[config.mk]
export PLATFORM = sky130hd
export DESIGN_NAME = dac_trim_search_core
export DESIGN_NICKNAME = d
export VERILOG_FILES = /design/src/rtl/core/dts_pkg.sv /design/src/rtl/core/dts_datapath.sv /design/src/rtl/core/dts_ctrl.sv /design/src/rtl/core/dac_trim_search_core.sv
export SDC_FILE = /design/constraint.sdc
export NUM_CORES = 1
export LEC_CHECK = 0
export BUFFER_PORTS_ARGS = -buffer_cell sky130_fd_sc_hd__buf_2
export CAP_MARGIN = 20
export CORE_MARGIN = 2
export CORE_UTILIZATION = 60
export CTS_CLUSTER_DIAMETER = 120
export DETAILED_ROUTE_END_ITERATION = 12
export HOLD_SLACK_MARGIN = 0.05
export PLACE_DENSITY_LB_ADDON = 0.12
export SYNTH_ARGS = -nofsm -noshare
export SYNTH_HDL_FRONTEND = slang
export SYNTH_HIERARCHICAL = 1
export SYNTH_SLANG_ARGS = --single-unit
[constraint.sdc]
create_clock -name aclk -period 15 [get_ports aclk]
set_clock_uncertainty 0.15 [all_clocks]
set_input_delay 1.5 -clock aclk [delete_from_list [all_inputs] [get_ports aclk]]
set_output_delay 1.5 -clock aclk [all_outputs]
set_load 0.1 [all_outputs]
[src/rtl/core/dts_pkg.sv]
// Shared widths, codes and controller/datapath interface types of the DAC trim search core.
package dts_pkg;

    // Converter and search constants
    localparam int ADC_BITS       = 12;
    localparam int FRAC_BITS      = 4;
    localparam int DAC_MAX        = 31;
    localparam int MAX_ITERATIONS = 32;
    localparam int START_RESET    = 15;

    localparam int CODE_W = 5;
    localparam int ITER_W = 6;
    localparam int TAG_W  = 16;

    // Fixed-point level: ADC code with fraction bits, plus the 16-bit target offset
    localparam int LVL_W  = ADC_BITS + FRAC_BITS + 1;
    // Distance times DAC_MAX, then doubled plus the half divisor
    localparam int MUL_W  = LVL_W + CODE_W;
    localparam int NUM_W  = MUL_W + 2;
    // Doubled divisor: lsb span with fraction bits, times two
    localparam int DEN_W  = ADC_BITS + FRAC_BITS + 1;
    // Quotient bits needed to tell a step count above DAC_MAX + 1
    localparam int Q_W    = $clog2(DAC_MAX + 2);
    localparam int DCNT_W = $clog2(Q_W + 1);

    // Port widths
    localparam int S_TDATA_W  = 16;
    localparam int M_TDATA_W  = 16;
    localparam int CFG_IDX_W  = 2;
    localparam int CFG_DATA_W = 16;

    typedef enum logic [CFG_IDX_W-1:0] {
        CFG_TARGET = 2'd0,
        CFG_START  = 2'd1,
        CFG_INVERT = 2'd2
    } cfg_index_t;

    typedef enum logic {
        OP_START  = 1'b0,
        OP_SAMPLE = 1'b1
    } op_t;

    typedef enum logic [3:0] {
        PH_IDLE   = 4'd0,
        PH_GND    = 4'd1,
        PH_LO     = 4'd2,
        PH_HI     = 4'd3,
        PH_START  = 4'd4,
        PH_CENTER = 4'd5,
        PH_DOWN   = 4'd6,
        PH_UP     = 4'd7
    } phase_t;

    typedef enum logic [3:0] {
        ST_IDLE   = 4'd0,
        ST_EXEC   = 4'd1,
        ST_PREP   = 4'd2,
        ST_DIV    = 4'd3,
        ST_EXTRAP = 4'd4,
        ST_STORE  = 4'd5,
        ST_HILL   = 4'd6,
        ST_CHECK  = 4'd7,
        ST_EMIT   = 4'd8
    } ctl_state_t;

    typedef enum logic [3:0] {
        RES_START  = 4'd0,
        RES_LO     = 4'd1,
        RES_HI     = 4'd2,
        RES_SEED   = 4'd3,
        RES_CENTER = 4'd4,
        RES_DOWN   = 4'd5,
        RES_UP     = 4'd6,
        RES_FINAL  = 4'd7,
        RES_LIMIT  = 4'd8
    } res_sel_t;

    typedef struct packed {
        logic     capture;
        logic     clear_iter;
        logic     cap_ground;
        logic     cap_offset;
        logic     cap_lsb;
        logic     dist_en;
        logic     div_load;
        logic     div_step;
        logic     set_extrap;
        logic     cap_center;
        logic     cap_down;
        logic     hill_move;
        logic     out_load;
        res_sel_t res_sel;
    } ctl_cmd_t;

    typedef struct packed {
        logic div_last;
        logic any_better;
        logic iter_limit;
        logic out_free;
    } ctl_status_t;

endpackage

[src/rtl/core/dts_datapath.sv]
// Datapath of the DAC trim search core: config, readings, distance, divider, output register.
module dts_datapath (
    input  logic                            aclk,
    input  logic                            aresetn,
    input  logic                            cfg_wr_en,
    input  logic [dts_pkg::CFG_IDX_W-1:0]   cfg_index,
    input  logic [dts_pkg::CFG_DATA_W-1:0]  cfg_wdata,
    input  logic [dts_pkg::S_TDATA_W-1:0]   s_tdata,
    output logic                            m_tvalid,
    input  logic                            m_tready,
    output logic [dts_pkg::M_TDATA_W-1:0]   m_tdata,
    output logic                            m_tuser,
    input  dts_pkg::ctl_cmd_t               cmd,
    output dts_pkg::ctl_status_t            status
);

    // Configuration and control-side registers
    logic [dts_pkg::TAG_W-1:0]   tag_reg;
    logic [dts_pkg::CODE_W-1:0]  start_reg;
    logic                        inv_reg;
    logic [dts_pkg::ITER_W-1:0]  iter_reg;
    logic                        m_tvalid_reg;

    // Payload registers
    logic [dts_pkg::ADC_BITS-1:0] adc_reg;
    logic [dts_pkg::ADC_BITS-1:0] off_reg;
    logic [dts_pkg::ADC_BITS-1:0] lsb_reg;
    logic [dts_pkg::LVL_W-1:0]    tl_reg;
    logic [dts_pkg::LVL_W-1:0]    dist_reg;
    logic                         below_reg;
    logic [dts_pkg::LVL_W-1:0]    dc_reg;
    logic [dts_pkg::LVL_W-1:0]    dd_reg;
    logic [dts_pkg::CODE_W-1:0]   center_reg;
    logic [dts_pkg::NUM_W-1:0]    rem_reg;
    logic [dts_pkg::NUM_W-1:0]    dsh_reg;
    logic [dts_pkg::Q_W:0]        q_reg;
    logic [dts_pkg::DCNT_W-1:0]   dcnt_reg;
    logic [dts_pkg::M_TDATA_W-1:0] m_tdata_reg;
    logic                         m_tuser_reg;

    // Combinational values
    logic [dts_pkg::LVL_W:0]      adc_lvl;
    logic [dts_pkg::LVL_W:0]      diff;
    logic [dts_pkg::LVL_W:0]      diff_neg;
    logic [dts_pkg::LVL_W-1:0]    dist_next;
    logic [dts_pkg::LVL_W-1:0]    tl_next;
    logic [dts_pkg::ADC_BITS-1:0] lsb_next;
    logic [dts_pkg::MUL_W-1:0]    mul;
    logic [dts_pkg::DEN_W-1:0]    dvs;
    logic [dts_pkg::NUM_W-1:0]    num_next;
    logic                         rem_ge;
    logic [dts_pkg::Q_W-1:0]      steps;
    logic [dts_pkg::CODE_W-1:0]   start_clamp;
    logic [dts_pkg::Q_W:0]        start_ext;
    logic [dts_pkg::Q_W:0]        steps_ext;
    logic [dts_pkg::Q_W:0]        sum_ext;
    logic [dts_pkg::Q_W:0]        code_ext;
    logic [dts_pkg::CODE_W-1:0]   extrap_code;
    logic [dts_pkg::CODE_W-1:0]   up_code;
    logic [dts_pkg::CODE_W-1:0]   down_code;
    logic                         down_better;
    logic                         up_better;
    logic                         up_wins;
    logic                         zero_lsb;
    logic                         out_wr;
    logic [dts_pkg::CODE_W-1:0]   out_code;
    logic                         out_ch;
    logic                         out_done;
    logic [dts_pkg::CODE_W-1:0]   out_fin;
    logic                         out_lim;

    // Distance of the captured reading from the target level
    always_comb begin
        adc_lvl   = (dts_pkg::LVL_W + 1)'(adc_reg) << dts_pkg::FRAC_BITS;
        diff      = {1'b0, tl_reg} - adc_lvl;
        diff_neg  = ~diff + 1'b1;
        dist_next = diff[dts_pkg::LVL_W] ? diff_neg[dts_pkg::LVL_W-1:0]
                                         : diff[dts_pkg::LVL_W-1:0];
        tl_next   = adc_lvl[dts_pkg::LVL_W-1:0] + dts_pkg::LVL_W'(tag_reg);
        lsb_next  = (adc_reg >= off_reg) ? (adc_reg - off_reg) : (off_reg - adc_reg);
    end

    // Divider operands: (2 * dist * DAC_MAX + den) / (2 * den)
    always_comb begin
        mul      = dts_pkg::MUL_W'(dist_reg) * dts_pkg::MUL_W'(dts_pkg::DAC_MAX);
        dvs      = dts_pkg::DEN_W'(lsb_reg) << (dts_pkg::FRAC_BITS + 1);
        num_next = (dts_pkg::NUM_W'(mul) << 1) + dts_pkg::NUM_W'(dvs >> 1);
        rem_ge   = rem_reg >= dsh_reg;
    end

    // Extrapolated code from the saturated step count
    always_comb begin
        zero_lsb = (lsb_reg == '0);
        if (zero_lsb) begin
            steps = '0;
        end else if (q_reg[dts_pkg::Q_W] ||
                     (q_reg[dts_pkg::Q_W-1:0] > dts_pkg::Q_W'(dts_pkg::DAC_MAX + 1))) begin
            steps = dts_pkg::Q_W'(dts_pkg::DAC_MAX + 1);
        end else begin
            steps = q_reg[dts_pkg::Q_W-1:0];
        end
        start_clamp = (start_reg > dts_pkg::CODE_W'(dts_pkg::DAC_MAX))
                      ? dts_pkg::CODE_W'(dts_pkg::DAC_MAX) : start_reg;
        start_ext = (dts_pkg::Q_W + 1)'(start_clamp);
        steps_ext = (dts_pkg::Q_W + 1)'(steps);
        sum_ext   = start_ext + steps_ext;
        if (below_reg ^ inv_reg) begin
            code_ext = (steps_ext > start_ext) ? '0 : (start_ext - steps_ext);
        end else begin
            code_ext = (sum_ext > (dts_pkg::Q_W + 1)'(dts_pkg::DAC_MAX))
                       ? (dts_pkg::Q_W + 1)'(dts_pkg::DAC_MAX) : sum_ext;
        end
        extrap_code = code_ext[dts_pkg::CODE_W-1:0];
    end

    // Neighbor codes and hill-climb comparisons
    always_comb begin
        up_code     = (center_reg >= dts_pkg::CODE_W'(dts_pkg::DAC_MAX))
                      ? dts_pkg::CODE_W'(dts_pkg::DAC_MAX) : center_reg + 1'b1;
        down_code   = (center_reg == '0) ? '0 : center_reg - 1'b1;
        down_better = dd_reg < dc_reg;
        up_better   = dist_reg < dc_reg;
        up_wins     = up_better && (!down_better || (dist_reg <= dd_reg));
    end

    // Result fields by kind
    always_comb begin
        out_wr   = 1'b1;
        out_code = '0;
        out_ch   = 1'b1;
        out_done = 1'b0;
        out_fin  = '0;
        out_lim  = 1'b0;
        case (cmd.res_sel)
            dts_pkg::RES_START: begin
                out_wr = 1'b0;
                out_ch = 1'b0;
            end
            dts_pkg::RES_LO: begin
                out_code = '0;
            end
            dts_pkg::RES_HI: begin
                out_code = dts_pkg::CODE_W'(dts_pkg::DAC_MAX);
            end
            dts_pkg::RES_SEED: begin
                out_code = start_clamp;
            end
            dts_pkg::RES_CENTER: begin
                out_code = center_reg;
            end
            dts_pkg::RES_DOWN: begin
                out_code = down_code;
            end
            dts_pkg::RES_UP: begin
                out_code = up_code;
            end
            dts_pkg::RES_FINAL: begin
                out_code = center_reg;
                out_ch   = 1'b0;
                out_done = 1'b1;
                out_fin  = center_reg;
                out_lim  = zero_lsb;
            end
            dts_pkg::RES_LIMIT: begin
                out_code = center_reg;
                out_ch   = 1'b0;
                out_done = 1'b1;
                out_fin  = center_reg;
                out_lim  = 1'b1;
            end
            default: begin
                out_wr = 1'b0;
                out_ch = 1'b0;
            end
        endcase
    end

    always_ff @(posedge aclk) begin
        if (!aresetn) begin
            tag_reg      <= '0;
            start_reg    <= dts_pkg::CODE_W'(dts_pkg::START_RESET);
            inv_reg      <= 1'b0;
            iter_reg     <= '0;
            m_tvalid_reg <= 1'b0;
        end else begin
            if (cfg_wr_en) begin
                case (cfg_index)
                    dts_pkg::CFG_TARGET: tag_reg   <= cfg_wdata[dts_pkg::TAG_W-1:0];
                    dts_pkg::CFG_START:  start_reg <= cfg_wdata[dts_pkg::CODE_W-1:0];
                    dts_pkg::CFG_INVERT: inv_reg   <= cfg_wdata[0];
                    default: ;
                endcase
            end
            if (cmd.clear_iter) begin
                iter_reg <= '0;
            end else if (cmd.hill_move) begin
                iter_reg <= iter_reg + 1'b1;
            end
            if (cmd.out_load) begin
                m_tvalid_reg <= 1'b1;
            end else if (m_tready) begin
                m_tvalid_reg <= 1'b0;
            end
        end
    end

    always_ff @(posedge aclk) begin
        if (cmd.capture) begin
            adc_reg <= s_tdata[dts_pkg::ADC_BITS-1:0];
        end
        if (cmd.cap_ground) begin
            tl_reg <= tl_next;
        end
        if (cmd.cap_offset) begin
            off_reg <= adc_reg;
        end
        if (cmd.cap_lsb) begin
            lsb_reg <= lsb_next;
        end
        if (cmd.dist_en) begin
            dist_reg  <= dist_next;
            below_reg <= diff[dts_pkg::LVL_W];
        end
        if (cmd.div_load) begin
            rem_reg  <= num_next;
            dsh_reg  <= dts_pkg::NUM_W'(dvs) << dts_pkg::Q_W;
            q_reg    <= '0;
            dcnt_reg <= dts_pkg::DCNT_W'(dts_pkg::Q_W);
        end else if (cmd.div_step) begin
            if (rem_ge) begin
                rem_reg <= rem_reg - dsh_reg;
            end
            q_reg    <= {q_reg[dts_pkg::Q_W-1:0], rem_ge};
            dsh_reg  <= dsh_reg >> 1;
            dcnt_reg <= dcnt_reg - 1'b1;
        end
        if (cmd.set_extrap) begin
            center_reg <= extrap_code;
        end else if (cmd.hill_move) begin
            center_reg <= up_wins ? up_code : down_code;
        end
        if (cmd.cap_center) begin
            dc_reg <= dist_reg;
        end
        if (cmd.cap_down) begin
            dd_reg <= dist_reg;
        end
        if (cmd.out_load) begin
            m_tdata_reg <= dts_pkg::M_TDATA_W'({out_lim, out_fin, out_ch, out_code, out_wr});
            m_tuser_reg <= out_done;
        end
    end

    assign status.div_last   = (dcnt_reg == '0);
    assign status.any_better = down_better || up_better;
    assign status.iter_limit = (iter_reg >= dts_pkg::ITER_W'(dts_pkg::MAX_ITERATIONS));
    assign status.out_free   = !m_tvalid_reg || m_tready;

    assign m_tvalid = m_tvalid_reg;
    assign m_tdata  = m_tdata_reg;
    assign m_tuser  = m_tuser_reg;

`ifndef NO_ASSERTIONS
    // A new result never replaces one that is still waiting
    a_no_overwrite: assert property (@(posedge aclk) disable iff (!aresetn)
        cmd.out_load |-> (!m_tvalid_reg || m_tready))
        else $error("result register overwritten while pending");

    // The search ends before the iteration count passes its limit
    a_iter_bound: assert property (@(posedge aclk) disable iff (!aresetn)
        iter_reg <= dts_pkg::ITER_W'(dts_pkg::MAX_ITERATIONS))
        else $error("iteration count beyond limit");

    // A loaded result is presented on the next cycle
    a_load_valid: assert property (@(posedge aclk) disable iff (!aresetn)
        cmd.out_load |=> m_tvalid)
        else $error("loaded result not presented");
`endif

endmodule

[src/rtl/core/dts_ctrl.sv]
// Controller of the DAC trim search core: search phase and per-transaction sequencing.
module dts_ctrl (
    input  logic                  aclk,
    input  logic                  aresetn,
    input  logic                  s_tvalid,
    output logic                  s_tready,
    input  logic                  s_tuser,
    output dts_pkg::ctl_cmd_t     cmd,
    input  dts_pkg::ctl_status_t  status
);

    dts_pkg::ctl_state_t state_reg, state_next;
    dts_pkg::phase_t     phase_reg, phase_next;
    dts_pkg::res_sel_t   res_reg, res_next;

    always_ff @(posedge aclk) begin
        if (!aresetn) begin
            state_reg <= dts_pkg::ST_IDLE;
            phase_reg <= dts_pkg::PH_IDLE;
            res_reg   <= dts_pkg::RES_START;
        end else begin
            state_reg <= state_next;
            phase_reg <= phase_next;
            res_reg   <= res_next;
        end
    end

    always_comb begin
        state_next  = state_reg;
        phase_next  = phase_reg;
        res_next    = res_reg;
        cmd         = '0;
        cmd.res_sel = res_reg;
        s_tready    = 1'b0;
        case (state_reg)
            dts_pkg::ST_IDLE: begin
                s_tready    = 1'b1;
                cmd.capture = s_tvalid;
                if (s_tvalid) begin
                    if (s_tuser == dts_pkg::OP_START) begin
                        cmd.clear_iter = 1'b1;
                        phase_next     = dts_pkg::PH_GND;
                        res_next       = dts_pkg::RES_START;
                        state_next     = dts_pkg::ST_EMIT;
                    end else if (phase_reg != dts_pkg::PH_IDLE) begin
                        state_next = dts_pkg::ST_EXEC;
                    end
                end
            end
            dts_pkg::ST_EXEC: begin
                case (phase_reg)
                    dts_pkg::PH_GND: begin
                        cmd.cap_ground = 1'b1;
                        phase_next     = dts_pkg::PH_LO;
                        res_next       = dts_pkg::RES_LO;
                        state_next     = dts_pkg::ST_EMIT;
                    end
                    dts_pkg::PH_LO: begin
                        cmd.cap_offset = 1'b1;
                        phase_next     = dts_pkg::PH_HI;
                        res_next       = dts_pkg::RES_HI;
                        state_next     = dts_pkg::ST_EMIT;
                    end
                    dts_pkg::PH_HI: begin
                        cmd.cap_lsb = 1'b1;
                        phase_next  = dts_pkg::PH_START;
                        res_next    = dts_pkg::RES_SEED;
                        state_next  = dts_pkg::ST_EMIT;
                    end
                    dts_pkg::PH_START: begin
                        cmd.dist_en = 1'b1;
                        state_next  = dts_pkg::ST_PREP;
                    end
                    dts_pkg::PH_CENTER, dts_pkg::PH_DOWN: begin
                        cmd.dist_en = 1'b1;
                        state_next  = dts_pkg::ST_STORE;
                    end
                    dts_pkg::PH_UP: begin
                        cmd.dist_en = 1'b1;
                        state_next  = dts_pkg::ST_HILL;
                    end
                    default: begin
                        state_next = dts_pkg::ST_IDLE;
                    end
                endcase
            end
            dts_pkg::ST_PREP: begin
                cmd.div_load = 1'b1;
                state_next   = dts_pkg::ST_DIV;
            end
            dts_pkg::ST_DIV: begin
                cmd.div_step = 1'b1;
                if (status.div_last) begin
                    state_next = dts_pkg::ST_EXTRAP;
                end
            end
            dts_pkg::ST_EXTRAP: begin
                cmd.set_extrap = 1'b1;
                phase_next     = dts_pkg::PH_CENTER;
                res_next       = dts_pkg::RES_CENTER;
                state_next     = dts_pkg::ST_EMIT;
            end
            dts_pkg::ST_STORE: begin
                if (phase_reg == dts_pkg::PH_CENTER) begin
                    cmd.cap_center = 1'b1;
                    phase_next     = dts_pkg::PH_DOWN;
                    res_next       = dts_pkg::RES_DOWN;
                end else begin
                    cmd.cap_down = 1'b1;
                    phase_next   = dts_pkg::PH_UP;
                    res_next     = dts_pkg::RES_UP;
                end
                state_next = dts_pkg::ST_EMIT;
            end
            dts_pkg::ST_HILL: begin
                if (!status.any_better) begin
                    phase_next = dts_pkg::PH_IDLE;
                    res_next   = dts_pkg::RES_FINAL;
                    state_next = dts_pkg::ST_EMIT;
                end else begin
                    cmd.hill_move = 1'b1;
                    state_next    = dts_pkg::ST_CHECK;
                end
            end
            dts_pkg::ST_CHECK: begin
                if (status.iter_limit) begin
                    phase_next = dts_pkg::PH_IDLE;
                    res_next   = dts_pkg::RES_LIMIT;
                end else begin
                    phase_next = dts_pkg::PH_CENTER;
                    res_next   = dts_pkg::RES_CENTER;
                end
                state_next = dts_pkg::ST_EMIT;
            end
            dts_pkg::ST_EMIT: begin
                cmd.out_load = status.out_free;
                if (status.out_free) begin
                    state_next = dts_pkg::ST_IDLE;
                end
            end
            default: begin
                state_next = dts_pkg::ST_IDLE;
            end
        endcase
    end

`ifndef NO_ASSERTIONS
    // A sample with no sequence running produces no result
    a_idle_sample: assert property (@(posedge aclk) disable iff (!aresetn)
        (s_tvalid && s_tready && (s_tuser == dts_pkg::OP_SAMPLE) &&
         (phase_reg == dts_pkg::PH_IDLE)) |=> (state_reg == dts_pkg::ST_IDLE))
        else $error("idle sample started work");

    // The divider stops after its last step
    a_div_stop: assert property (@(posedge aclk) disable iff (!aresetn)
        (cmd.div_step && status.div_last) |=> !cmd.div_step)
        else $error("divider stepped past its last bit");

    // A start transaction always enters the emit state on the next cycle, with the sequence restarted
    a_start_emit: assert property (@(posedge aclk) disable iff (!aresetn)
        (s_tvalid && s_tready && (s_tuser == dts_pkg::OP_START))
        |=> (state_reg == dts_pkg::ST_EMIT) && (phase_reg == dts_pkg::PH_GND))
        else $error("start transaction did not restart the sequence");
`endif

endmodule

[src/rtl/core/dac_trim_search_core.sv]
// Top level of the DAC trim search core: controller and datapath.
//
//  channel  | direction | handshake           | payload
//  ---------+-----------+---------------------+-------------------------------------------
//  s_       | in        | s_tvalid / s_tready | s_tuser: operation; s_tdata: adc_code
//  m_       | out       | m_tvalid / m_tready | m_tuser: done_res; m_tdata: request/final
//  cfg_     | in        | cfg_wr_en           | cfg_index, cfg_wdata (write only)
//
//  A start transaction goes straight to emit; a ground, code-0 or code-max sample via exec;
//  a hill-climb sample via exec and store, or hill and check; extrapolation via exec,
//  prep, restoring divider (one quotient bit per cycle, 7 bits: overflow plus 6), extrap.
//  Reset: aresetn low, synchronous; config returns to target 0, start code 15, normal mode.
//  Stalls: the result register holds a pending result while the next transaction is
//  accepted and worked on; the block waits only to load a new result into a full register.
//  A sample with no sequence running is dropped with no result.
module dac_trim_search_core (
    input  logic                           aclk,
    input  logic                           aresetn,
    // configuration
    input  logic                           cfg_wr_en,
    input  logic [dts_pkg::CFG_IDX_W-1:0]  cfg_index,
    input  logic [dts_pkg::CFG_DATA_W-1:0] cfg_wdata,
    // input channel
    input  logic                           s_tvalid,
    output logic                           s_tready,
    input  logic [dts_pkg::S_TDATA_W-1:0]  s_tdata,   // [11:0] adc_code, [15:12] zero
    input  logic                           s_tuser,   // [0] operation
    // result channel
    output logic                           m_tvalid,
    input  logic                           m_tready,
    output logic [dts_pkg::M_TDATA_W-1:0]  m_tdata,   // [0] dac_write, [5:1] dac_code,
                                                      // [6] measure_channel,
                                                      // [11:7] final_code, [12] limit_hit,
                                                      // [15:13] zero
    output logic                           m_tuser    // [0] done_res
);

    // Command and status between the sequencer and the datapath
    dts_pkg::ctl_cmd_t    cmd;
    dts_pkg::ctl_status_t status;

    // Sequencer: owns the search phase and walks each transaction through the datapath
    dts_ctrl u_ctrl (
        .aclk     (aclk),
        .aresetn  (aresetn),
        .s_tvalid (s_tvalid),
        .s_tready (s_tready),
        .s_tuser  (s_tuser),
        .cmd      (cmd),
        .status   (status)
    );

    // Datapath: readings, target distance, step divider, code selection, result register
    dts_datapath u_datapath (
        .aclk      (aclk),
        .aresetn   (aresetn),
        .cfg_wr_en (cfg_wr_en),
        .cfg_index (cfg_index),
        .cfg_wdata (cfg_wdata),
        .s_tdata   (s_tdata),
        .m_tvalid  (m_tvalid),
        .m_tready  (m_tready),
        .m_tdata   (m_tdata),
        .m_tuser   (m_tuser),
        .cmd       (cmd),
        .status    (status)
    );

endmodule
## Yosys cells after proc, flatten, opt, wreduce, memory -nomap -nowiden

Cells that the tools add are included.

| storage, ports and cells | value |
|---|---|
| flip-flop bits (word level) | 222 |
| input port bits | 40 |
| output and inout port bits | 19 |

| cells by class | value |
|---|---|
| add/subtract/negate cells | 13 |
| multiply operators | 1 |
| magnitude comparators | 11 |
| equality and inequality tests | 32 |
| muxes and demuxes | 65 |
| bitwise gates (word level) | 3 |
| reduce and logical (&&, ||, !) cells | 33 |

Operators by type and width:

| cell | number |
|---|---|
| $mux 24 | 3 |
| $mux 4 | 14 |
| $eq 4x3->1 const B | 12 |
| $pmux 4 s6 | 2 |
| $mux 23 | 2 |
| $mux 5 | 9 |
| $lt 17x17->1 | 2 |
| $pmux 4 s7 | 1 |
| $pmux 5 s5 | 1 |
| $add 23x16->24 | 1 |
| $eq 4x2->1 const B | 6 |
| $ge 24x23->1 | 1 |
| $pmux 4 s3 | 2 |
| $sub 12x12->12 | 2 |
| $sub 24x23->24 | 1 |
| $mul 17x5->22 const B | 1 |
| $mux 1 | 21 |
| $sub 17x16->18 | 1 |
| $add 16x16->17 | 1 |
| $add 17x1->17 const B | 1 |
| $le 17x17->1 | 1 |
| $mux 17 | 1 |
| $not 17->17 | 1 |
| $pmux 4 s4 | 1 |
| 47 further kinds | 70 |

## Longest topological paths before layout

Gate-level depths: netlist of run 1.

| depth | value |
|---|---|
| word-level depth | 9 |
| depth in mapped cells | 24 |
| gate-level depth less buffers | 24 |

## Hierarchy

Netlist of run 1, hierarchy kept.

By module, submodules not included:

| module | times used | cells an instance | area each (µm²) | seq. area each (µm²) |
|---|---|---|---|---|
| dts_datapath | 1 | 1681 | 16159.2 | 5805.6 |
| dts_ctrl | 1 | 108 | 797.0 | 220.2 |

## Worst setup path before layout of run 1

OpenSTA, ideal clock, no wires.

| timing | value |
|---|---|
| path kind | register to register |
| start point | reg u_datapath/dist_reg[1] in the netlist's numbering |
| end point | reg u_datapath/rem_reg[18] in the netlist's numbering, data pin |
| arrival time | 5.157 ns |
| data required time | 14.660 ns |
| slack | 9.502 ns |
| cell stages (with the launch flop) | 25 |
| clock period less this slack | 5.498 ns |
| cells stage by stage | edfxtp_1 inv_1 fa_1 inv_1 fa_1 inv_1 fa_1 inv_1 ha_1 o211ai_1 a21oi_2 o21ai_0 nand2_1 a21oi_1 xnor2_1 ha_1 a21oi_1 nand2_1 o21ai_1 o21ai_0 a311o_1 nor3b_1 xnor2_1 and2_1 a2111oi_2 |

| between the ends | value |
|---|---|
| longest elaborated chain between the ends | 3 |

Ends and longest elaborated chain:

| element | RTL line | source |
|---|---|---|
| start, declared | dts_datapath.sv:29 | `logic [dts_pkg::LVL_W-1:0] dist_reg;` |
| start signal, assigned | dts_datapath.sv:221 | `dist_reg <= dist_next;` |
| $mul 17x5->22 | dts_datapath.sv:85 | `mul = dts_pkg::MUL_W'(dist_reg) * dts_pkg::MUL_W'(dts_pkg::DAC_MAX);` |
| $add 23x16->24 | dts_datapath.sv:87 | `num_next = (dts_pkg::NUM_W'(mul) << 1) + dts_pkg::NUM_W'(dvs >> 1);` |
| $mux 24 | dts_datapath.sv:224 | `if (cmd.div_load) begin` |
| end signal, assigned | dts_datapath.sv:225 | `rem_reg <= num_next;` |
| end signal, assigned | dts_datapath.sv:231 | `rem_reg <= rem_reg - dsh_reg;` |
| end, declared | dts_datapath.sv:34 | `logic [dts_pkg::NUM_W-1:0] rem_reg;` |

No other way between the ends.
A chain may end at the register's enable or synchronous reset.

## Worst setup path after layout of run 1

| timing | value |
|---|---|
| start point | reg u_datapath/dist_reg[2] in the netlist's numbering |
| end point | reg u_datapath/rem_reg[18] in the netlist's numbering, data pin |

The elaborated chain is that of the path after synthesis.

==> results of run 1 <==
-- layout make-up --
| cell class | instances | share of cell area |
|---|---|---|
| tap | 378 | 0.0257 |
| timing repair buffer | 58 | 0.0172 |
| inverter | 242 | 0.0494 |
| sequential | 221 | 0.328 |
| clock inverter | 15 | 0.00789 |
| multi-input combinational | 1272 | 0.534 |
| clock buffer | 32 | 0.0377 |
-- final timing paths --
kind,from,to,slack [ns],cells past startpoint
worst max-delay path,u_datapath/dist_reg[2]$_DFFE_PP_,u_datapath/rem_reg[18]$_DFFE_PP_,8.83,24
worst min-delay path,u_datapath/tag_reg[0]$_SDFFE_PN0P_,u_datapath/tl_reg[0]$_DFFE_PP_,0.28,0
worst max register to register,u_datapath/dist_reg[2]$_DFFE_PP_,u_datapath/rem_reg[18]$_DFFE_PP_,8.83,24
worst min register to register,u_datapath/tag_reg[0]$_SDFFE_PN0P_,u_datapath/tl_reg[0]$_DFFE_PP_,0.28,0
-- cell families (layout without fill, tap and decap cells) --
kind of cell | Yosys count | in the layout | synth area share
simple gates | 468 | 468 | 0.138
buf+inv | 298 | 347 | 0.0669
mux | 35 | 35 | 0.0207
compound gates | 439 | 439 | 0.175
xor+xnor | 91 | 91 | 0.0470
other cells | 1 | 3 | 0.000221
flops | 221 | 221 | 0.355
fa+ha+maj | 236 | 236 | 0.197
-- placed cells by master, fill, tap and decap left out, types with 7 or more instances in the layout --
cell / instances
inv_1: 241
nor3_1: 36
ha_1: 184
o22ai_1: 7
nor2_1: 115
o31ai_1: 9
o21a_1: 23
dfxtp_1: 61
a22o_1: 11
nand4_1: 20
a21o_1: 49
a21boi_0: 27
mux2i_1: 34
and2_1: 15
nand3b_1: 7
nand2_1: 120
nor4_1: 13
a21oi_1: 104
xor2_1: 33
edfxtp_1: 160
clkbuf_16: 26
or2_2: 12
nor2b_1: 31
xnor2_1: 58
o21ai_0: 73
a31oi_1: 21
fa_1: 52
nand3_1: 23
o211ai_1: 16
nand2b_1: 27
buf_2: 51
o21ai_1: 9
and3_1: 11
a211oi_1: 21
-- through the flow --
stage               std cells  setup WS (ns)
floorplan                1791           9.50
global placement         2170           9.01
detailed placement       2170           8.89
CTS                      2217           8.86
global route             2218           8.41
finish                   2218           8.83
-- power by group through the flow --
stage	Sequential, uW	Clock (uW)	Combinational (uW)
floorplan	709	0	106
global placement	693	0	152
detailed placement	693	0	155
CTS	680	625	156
global route	682	648	172
finish	680	615	156
-- synth_stat cells, types with 5 or more instances --
cell type | count | area, um2
nand2b_1 | 27 | 169
a21o_1 | 49 | 368
or2_2 | 12 | 75.1
nand2_1 | 120 | 450
nor3_1 | 37 | 185
a311oi_1 | 5 | 43.8
o21a_1 | 23 | 173
o22ai_1 | 7 | 43.8
nor4_1 | 13 | 81.3
o21ai_1 | 9 | 45.0
o31a_1 | 5 | 43.8
and3_1 | 11 | 68.8
a21boi_0 | 27 | 203
xor2_1 | 33 | 289
edfxtp_1 | 160 | 4800
buf_1 | 5 | 18.8
o21bai_1 | 6 | 45.0
a22o_1 | 11 | 96.3
a211oi_1 | 21 | 158
or3_1 | 6 | 37.5
dfxtp_1 | 61 | 1220
nand4_1 | 20 | 125
nand3_1 | 23 | 115
nand3b_1 | 7 | 52.6
clkbuf_1 | 44 | 165
mux2i_1 | 34 | 340
fa_1 | 52 | 1040
a2111oi_0 | 5 | 43.8
o211ai_1 | 16 | 120
a21oi_1 | 104 | 521
o21ai_0 | 73 | 365
or4_1 | 6 | 45.0
and2_1 | 15 | 93.8
nor2b_1 | 31 | 194
ha_1 | 184 | 2300
inv_1 | 241 | 905
o31ai_1 | 9 | 67.6
nor3b_1 | 8 | 60.1
xnor2_1 | 58 | 508
nor2_1 | 115 | 432
a31oi_1 | 21 | 131
-- critical path: stages (launching register included) --
cell and delay, ns:
edfxtp_1 0.53, inv_1 0.16, fa_1 0.52, inv_1 0.05
fa_1 0.50, inv_1 0.05, fa_1 0.49, inv_1 0.04
ha_1 0.34, o211ai_1 0.22, a21oi_2 0.09, o21ai_0 0.18
nand2_1 0.07, a21oi_1 0.18, xnor2_1 0.17, ha_1 0.27
a21oi_1 0.20, nand2_1 0.08, o21ai_1 0.19, o21ai_0 0.19
a311o_1 0.45, nor3b_1 0.18, xnor2_1 0.16, and2_1 0.22
a2111oi_2 0.28
-- metal layers --
layer | GRT usage | wire length (um)
met4 | 0.0844 | 1170
met3 | 0.0243 | 1540
met2 | 0.436 | 17300
met5 | 0 | 0
met1 | 0.325 | 16100
==> flow_summary.yaml, run 1 <==
sta:
  final-max-slew-violation-count: 0
  rsz0062_at_grt: "no"
  setup_viol: 0
  final.setup.tns_ns: 0
  max-slew-margin-rel: 0.314
  clock.fmax_ghz: 0.162
  tightestPinTransition_ns: 1.02
  hold_violations: 0
  min_period_over_period: 0.411
  hold-worst-slack_ns: 0.284
  fin_crit_ns: 6.17
yosys:
  synth-edff-count: 160
  synth_area_per_cell_um2: 9.48
  synth-main-ff-cell: "edfxtp_1"
  synth_cell_type_count: 90
  synth-seq-area-share: 0.355
  yosysWarnings: 6
  ys_ff_latch: 221
  syn_inst: 1789
  async_reset_ff_frac: 0
  syn_area_mm2: 0.0170
cts:
  cts_made_buffers: 26
  cts_setup_buffers: 0
  clkTransAtPathRegs_ns: 0.06
  cts_root_buf: "clkbuf_16"
  clkSinkCount: 221
  cts_max_level: 1
  cts_buffer_depth: 3
  cts-hold-fix-buffers: 0
  clkLatencyLatePin_ns: 0.54
  cts_resized: 0
  cts_tree: "built"
power_and_ir_drop:
  p_clk_frac: 0.424
  leakagePower_uw: 0.00794
  switching_share: 0.251
  p_switching_uw: 365
  powerDensity_mw_per_mm2: 79.0
  pwr-share-seq: 0.469
  comb_power_share: 0.108
  power_uw: 1450
  irDropWorstVdd_mv: 0.0852
  p_int_uw: 1090
floorplanning:
  chipWidth_um: 172
  rows: 61
  start_util: 0.610
  die_y_um: 172
  core-area_mm2: 0.0278
  io_pins: 59
  die_area_mm2: 0.0296
worst_setup_path:
  worstSetupPathType: "register to register"
  required_ns: 15.19
  worstSetupStartpointType: "register"
  endpoint_kind: "register"
  worstPathMaxFanout: 7
  crit_arrival_ns: 6.36
placement:
  io_buffers: 51
  placed_cell_area_mm2: 0.0175
  place_hpwl_mm: 28.1
  globalplace.congestion: 0.881
flow_run:
  cap_violations: 0
routing:
  drc: 0
  avgRoutedWirePerCell_um: 16.3
  drtIter0Drc: 960
  ant_nets: 0
  drt-total-wl_mm: 36.1
  num_vias: 12800
  dr.pass1.iters: 6
  routed_via_density: 5.78
cells_and_area:
  register_area_mm2: 0.00603
  finish.utilization: 0.662
  fin_area_mm2: 0.0184
  drive_gt1_frac: 0.0739
  area_delta_synth_final_pct: 8.42
  largest_reg_flops: 24
  final_nets: 2097
  multi_input_area_mm2: 0.00982
  fillers: 2300
  antennaDiodeCount: 0
run_status:
  outcome: "completed"
grt:
  overflow: 0
  antenna_found_initial: 0
  grt_max_degree: 82
  grt_pass1_vias: 12600
  grt_usage: 0.249
  grt_pass1_wl_mm: 60.0
worst_hold_path:
  min_path_type: "register to register"
(Power assumes the default switching activity.)
==> run 2, diff against run 1 <==
--- a/config.mk
+++ b/config.mk
@@ -5,10 +5,11 @@
 export SDC_FILE = /design/constraint.sdc
 export NUM_CORES = 1
 export LEC_CHECK = 0
+export ABC_AREA = 1
 export BUFFER_PORTS_ARGS = -buffer_cell sky130_fd_sc_hd__buf_2
 export CAP_MARGIN = 20
 export CORE_MARGIN = 2
-export CORE_UTILIZATION = 60
+export CORE_UTILIZATION = 58
 export CTS_CLUSTER_DIAMETER = 120
 export DETAILED_ROUTE_END_ITERATION = 12
 export HOLD_SLACK_MARGIN = 0.05
==> constraint.sdc (replaced) <==
create_clock -name aclk -period 5.4 [get_ports aclk]
set_clock_uncertainty 0.15 [all_clocks]
set_input_delay 0.54 -clock aclk [delete_from_list [all_inputs] [get_ports aclk]]
set_output_delay 0.54 -clock aclk [all_outputs]
set_load 0.1 [all_outputs]
==> flow_summary.yaml, run 2 <==
power_and_ir_drop:
  powerDensity_mw_per_mm2: 277
  leakagePower_uw: 0.00946
  irDropWorstVdd_mv: 0.286
grt:
  grt_pass1_vias: 14200
  grt-busiest-layer: "met2"
  grt_util_met2: 0.466
  antenna_found_initial: 0
  overflow: 0
  use_met1: 0.345
  grt_pass1_wl_mm: 67.2
  grt_max_degree: 40
  grt_usage: 0.263
  met3_usage: 0.0249
worst_hold_path:
  hp-start: "cfg_wdata[8]"
  min_path_type: "primary input to register"
sta:
  tightestPinTransition_ns: 0.966
  fin_crit_ns: 5.01
  hold_violations: 0
  min_period_over_period: 0.928
  fin_ws_ns: 0.388
  rsz0062_at_grt: "no"
  final-max-slew-violation-count: 0
  final.setup.tns_ns: 0
  setup_viol: 0
  clock.fmax_ghz: 0.200
  max-slew-margin-rel: 0.352
cells_and_area:
  largest_reg_flops: 24
  antennaDiodeCount: 0
  final_common_cell: "inv_1"
  register_area_mm2: 0.00603
  fillers: 2602
  multi_input_area_mm2: 0.00970
  area_delta_synth_final_pct: 10.2
  final_nets: 2573
  drive_gt1_frac: 0.0769
  layout.cells.most_common_list: "427 x inv_1, 423 x nand2_1, 189 x nor2_1, 181 x ha_1, 160 x edfxtp_1"
yosys:
  synth-edff-count: 160
  syn_area_mm2: 0.0175
  synth-main-ff-cell: "edfxtp_1"
  yosysMostFrequentCell: "inv_1"
  synth_top_cell_area_share: 0.275
  ys_top_cells_by_area: "edfxtp_1 28%, ha_1 13%, inv_1 9.3%"
  synth_common_cells: "431 x inv_1, 424 x nand2_1, 189 x nor2_1"
  synth_top_cell_by_area: "edfxtp_1"
  synth-seq-area-share: 0.345
  yosysWarnings: 6
  synth_cell_type_count: 57
  syn_inst: 2205
  async_reset_ff_frac: 0
  synth_area_per_cell_um2: 7.92
  ys_ff_latch: 221
floorplanning:
  start_util: 0.589
  chipWidth_um: 178
  rows: 63
  die_area_mm2: 0.0315
  io_pins: 59
  die_y_um: 178
  core-area_mm2: 0.0296
flow_run:
  cap_violations: 0
run_status:
  outcome: "completed"
worst_setup_path:
  crit_top_cell: "inv_1"
  worstSetupStartpointType: "register"
  crit_arrival_ns: 5.15
  startpoint: "u_datapath/dist_reg[4]$_DFFE_PP_"
  endpoint_kind: "register"
  crit_slowest_cell: "fa_1"
  worstSetupPathType: "register to register"
  crit_family: "adder cells"
  cp_cell_sequence: "inv_2 -> fa_1 -> inv_1 -> fa_1 -> inv_1 -> fa_1 -> inv_1 -> ha_1 -> nand2_1 -> nand2_1 -> a21oi_1 -> nand2_2 -> a31oi_1 -> xnor2_1 -> ha_1 -> inv_1 -> o21bai_1 -> nor2_1 -> nand3_1 -> a21oi_1 -> nor2_2 -> buf_4 -> nor2_1 -> o21ai_0"
  path_buf_inv: 6
  required_ns: 5.53
  rr_startpoint: "u_datapath/dist_reg[4]$_DFFE_PP_"
  worstPathMaxFanout: 5
  max_stage_delay_ns: 0.54
cts:
  clkLatencyLatePin_ns: 0.54
  cts_made_buffers: 25
  cts_root_buf: "clkbuf_16"
  clkTransAtPathRegs_ns: 0.06
  cts_max_level: 1
  clkSinkCount: 221
  cts_tree: "built"
  cts_buffer_depth: 3
routing:
  avgRoutedWirePerCell_um: 15.0
  dr.pass1.iters: 7
  routed_via_density: 5.37
  drt-total-wl_mm: 40.5
  ant_nets: 0
  drtIter0Drc: 1007
  num_vias: 14500
  drc: 0
placement:
  globalplace.congestion: 0.971
  io_buffers: 51
  place_hpwl_mm: 32.1
  dp_slack_ns: 0.254
-- run 2: cells by family after synthesis --
family                     count (synthesis)  synth area share
muxes                                      4           0.00229
other                                      1          0.000215
DFF                                      221             0.345
xor gates and xnor gates                  70            0.0368
buffers and inverters                    468             0.102
adders and majority gates                236             0.191
and+or+nand+nor                          854             0.211
AOI/OAI and AO/OA                        351             0.111
-- run 2: path summary, 6_finish.rpt --
kind                                             end  slack, ns  cells after the start
setup reg to reg    u_datapath/rem_reg[17]$_DFFE_PP_       0.39                     24
setup / recovery    u_datapath/rem_reg[17]$_DFFE_PP_       0.39                     24
hold / removal    u_datapath/tag_reg[8]$_SDFFE_PN0P_       0.08                      3
hold reg to reg       u_datapath/tl_reg[2]$_DFFE_PP_       0.28                      0
-- run 2: per-stage QoR --
stage / util / std cells / instance area, um2 / power, uW / hold WS, ns
after floorplan: - / 2207 / 17500 / 3340 / 0.253
after CTS: 0.645 / 2697 / 19100 / 5330 / 0.0590
final: 0.650 / 2706 / 19300 / 5340 / 0.0792
after global placement: 0.615 / 2639 / 18200 / 3670 / 0.263
after global routing: 0.650 / 2706 / 19300 / 5670 / 0.0826
after detailed placement: 0.615 / 2639 / 18200 / 3700 / 0.268
-- run 2: what timing repair did --
item,CTS,global route
hold buffers,12,0
resized for setup,0,11
buffers inserted,0,3
endpoints found under the setup margin,0,9
hold endpoints to repair,12,0
-- run 2: metal layers --
layer,part of all wire,up-vias,routed length (um)
li1,-,7399,-
met5,0,-,0
met2,0.49,374,19800
met3,0.048,59,1950
met4,0.020,0,813
met1,0.44,6710,18000
-- run 2: report_power, final --
part	internal (uW)	switching (uW)	total [uW]
Combinational	597	1090	1690
Clock	922	696	1620
Sequential	1970	57.0	2030
Total	3490	1850	5340
-- run 2: layout make-up --
class,count,area share
multi-input combinational,1518,0.504
timing repair buffer,89,0.0317
sequential,221,0.313
clock inverter,12,0.00526
tap,390,0.0253
inverter,442,0.0862
clock buffer,34,0.0348
-- run 2: worst reg2reg max path, cell delays in order (launching register included) --
cell	delay [ns]
edfxtp_1	0.39
inv_2	0.10
fa_1	0.54
inv_1	0.05
fa_1	0.50
inv_1	0.05
fa_1	0.49
inv_1	0.04
ha_1	0.35
nand2_1	0.10
nand2_1	0.07
a21oi_1	0.15
nand2_2	0.11
a31oi_1	0.18
xnor2_1	0.18
ha_1	0.31
inv_1	0.07
o21bai_1	0.07
nor2_1	0.11
nand3_1	0.13
a21oi_1	0.21
nor2_2	0.09
buf_4	0.14
nor2_1	0.08
o21ai_0	0.11
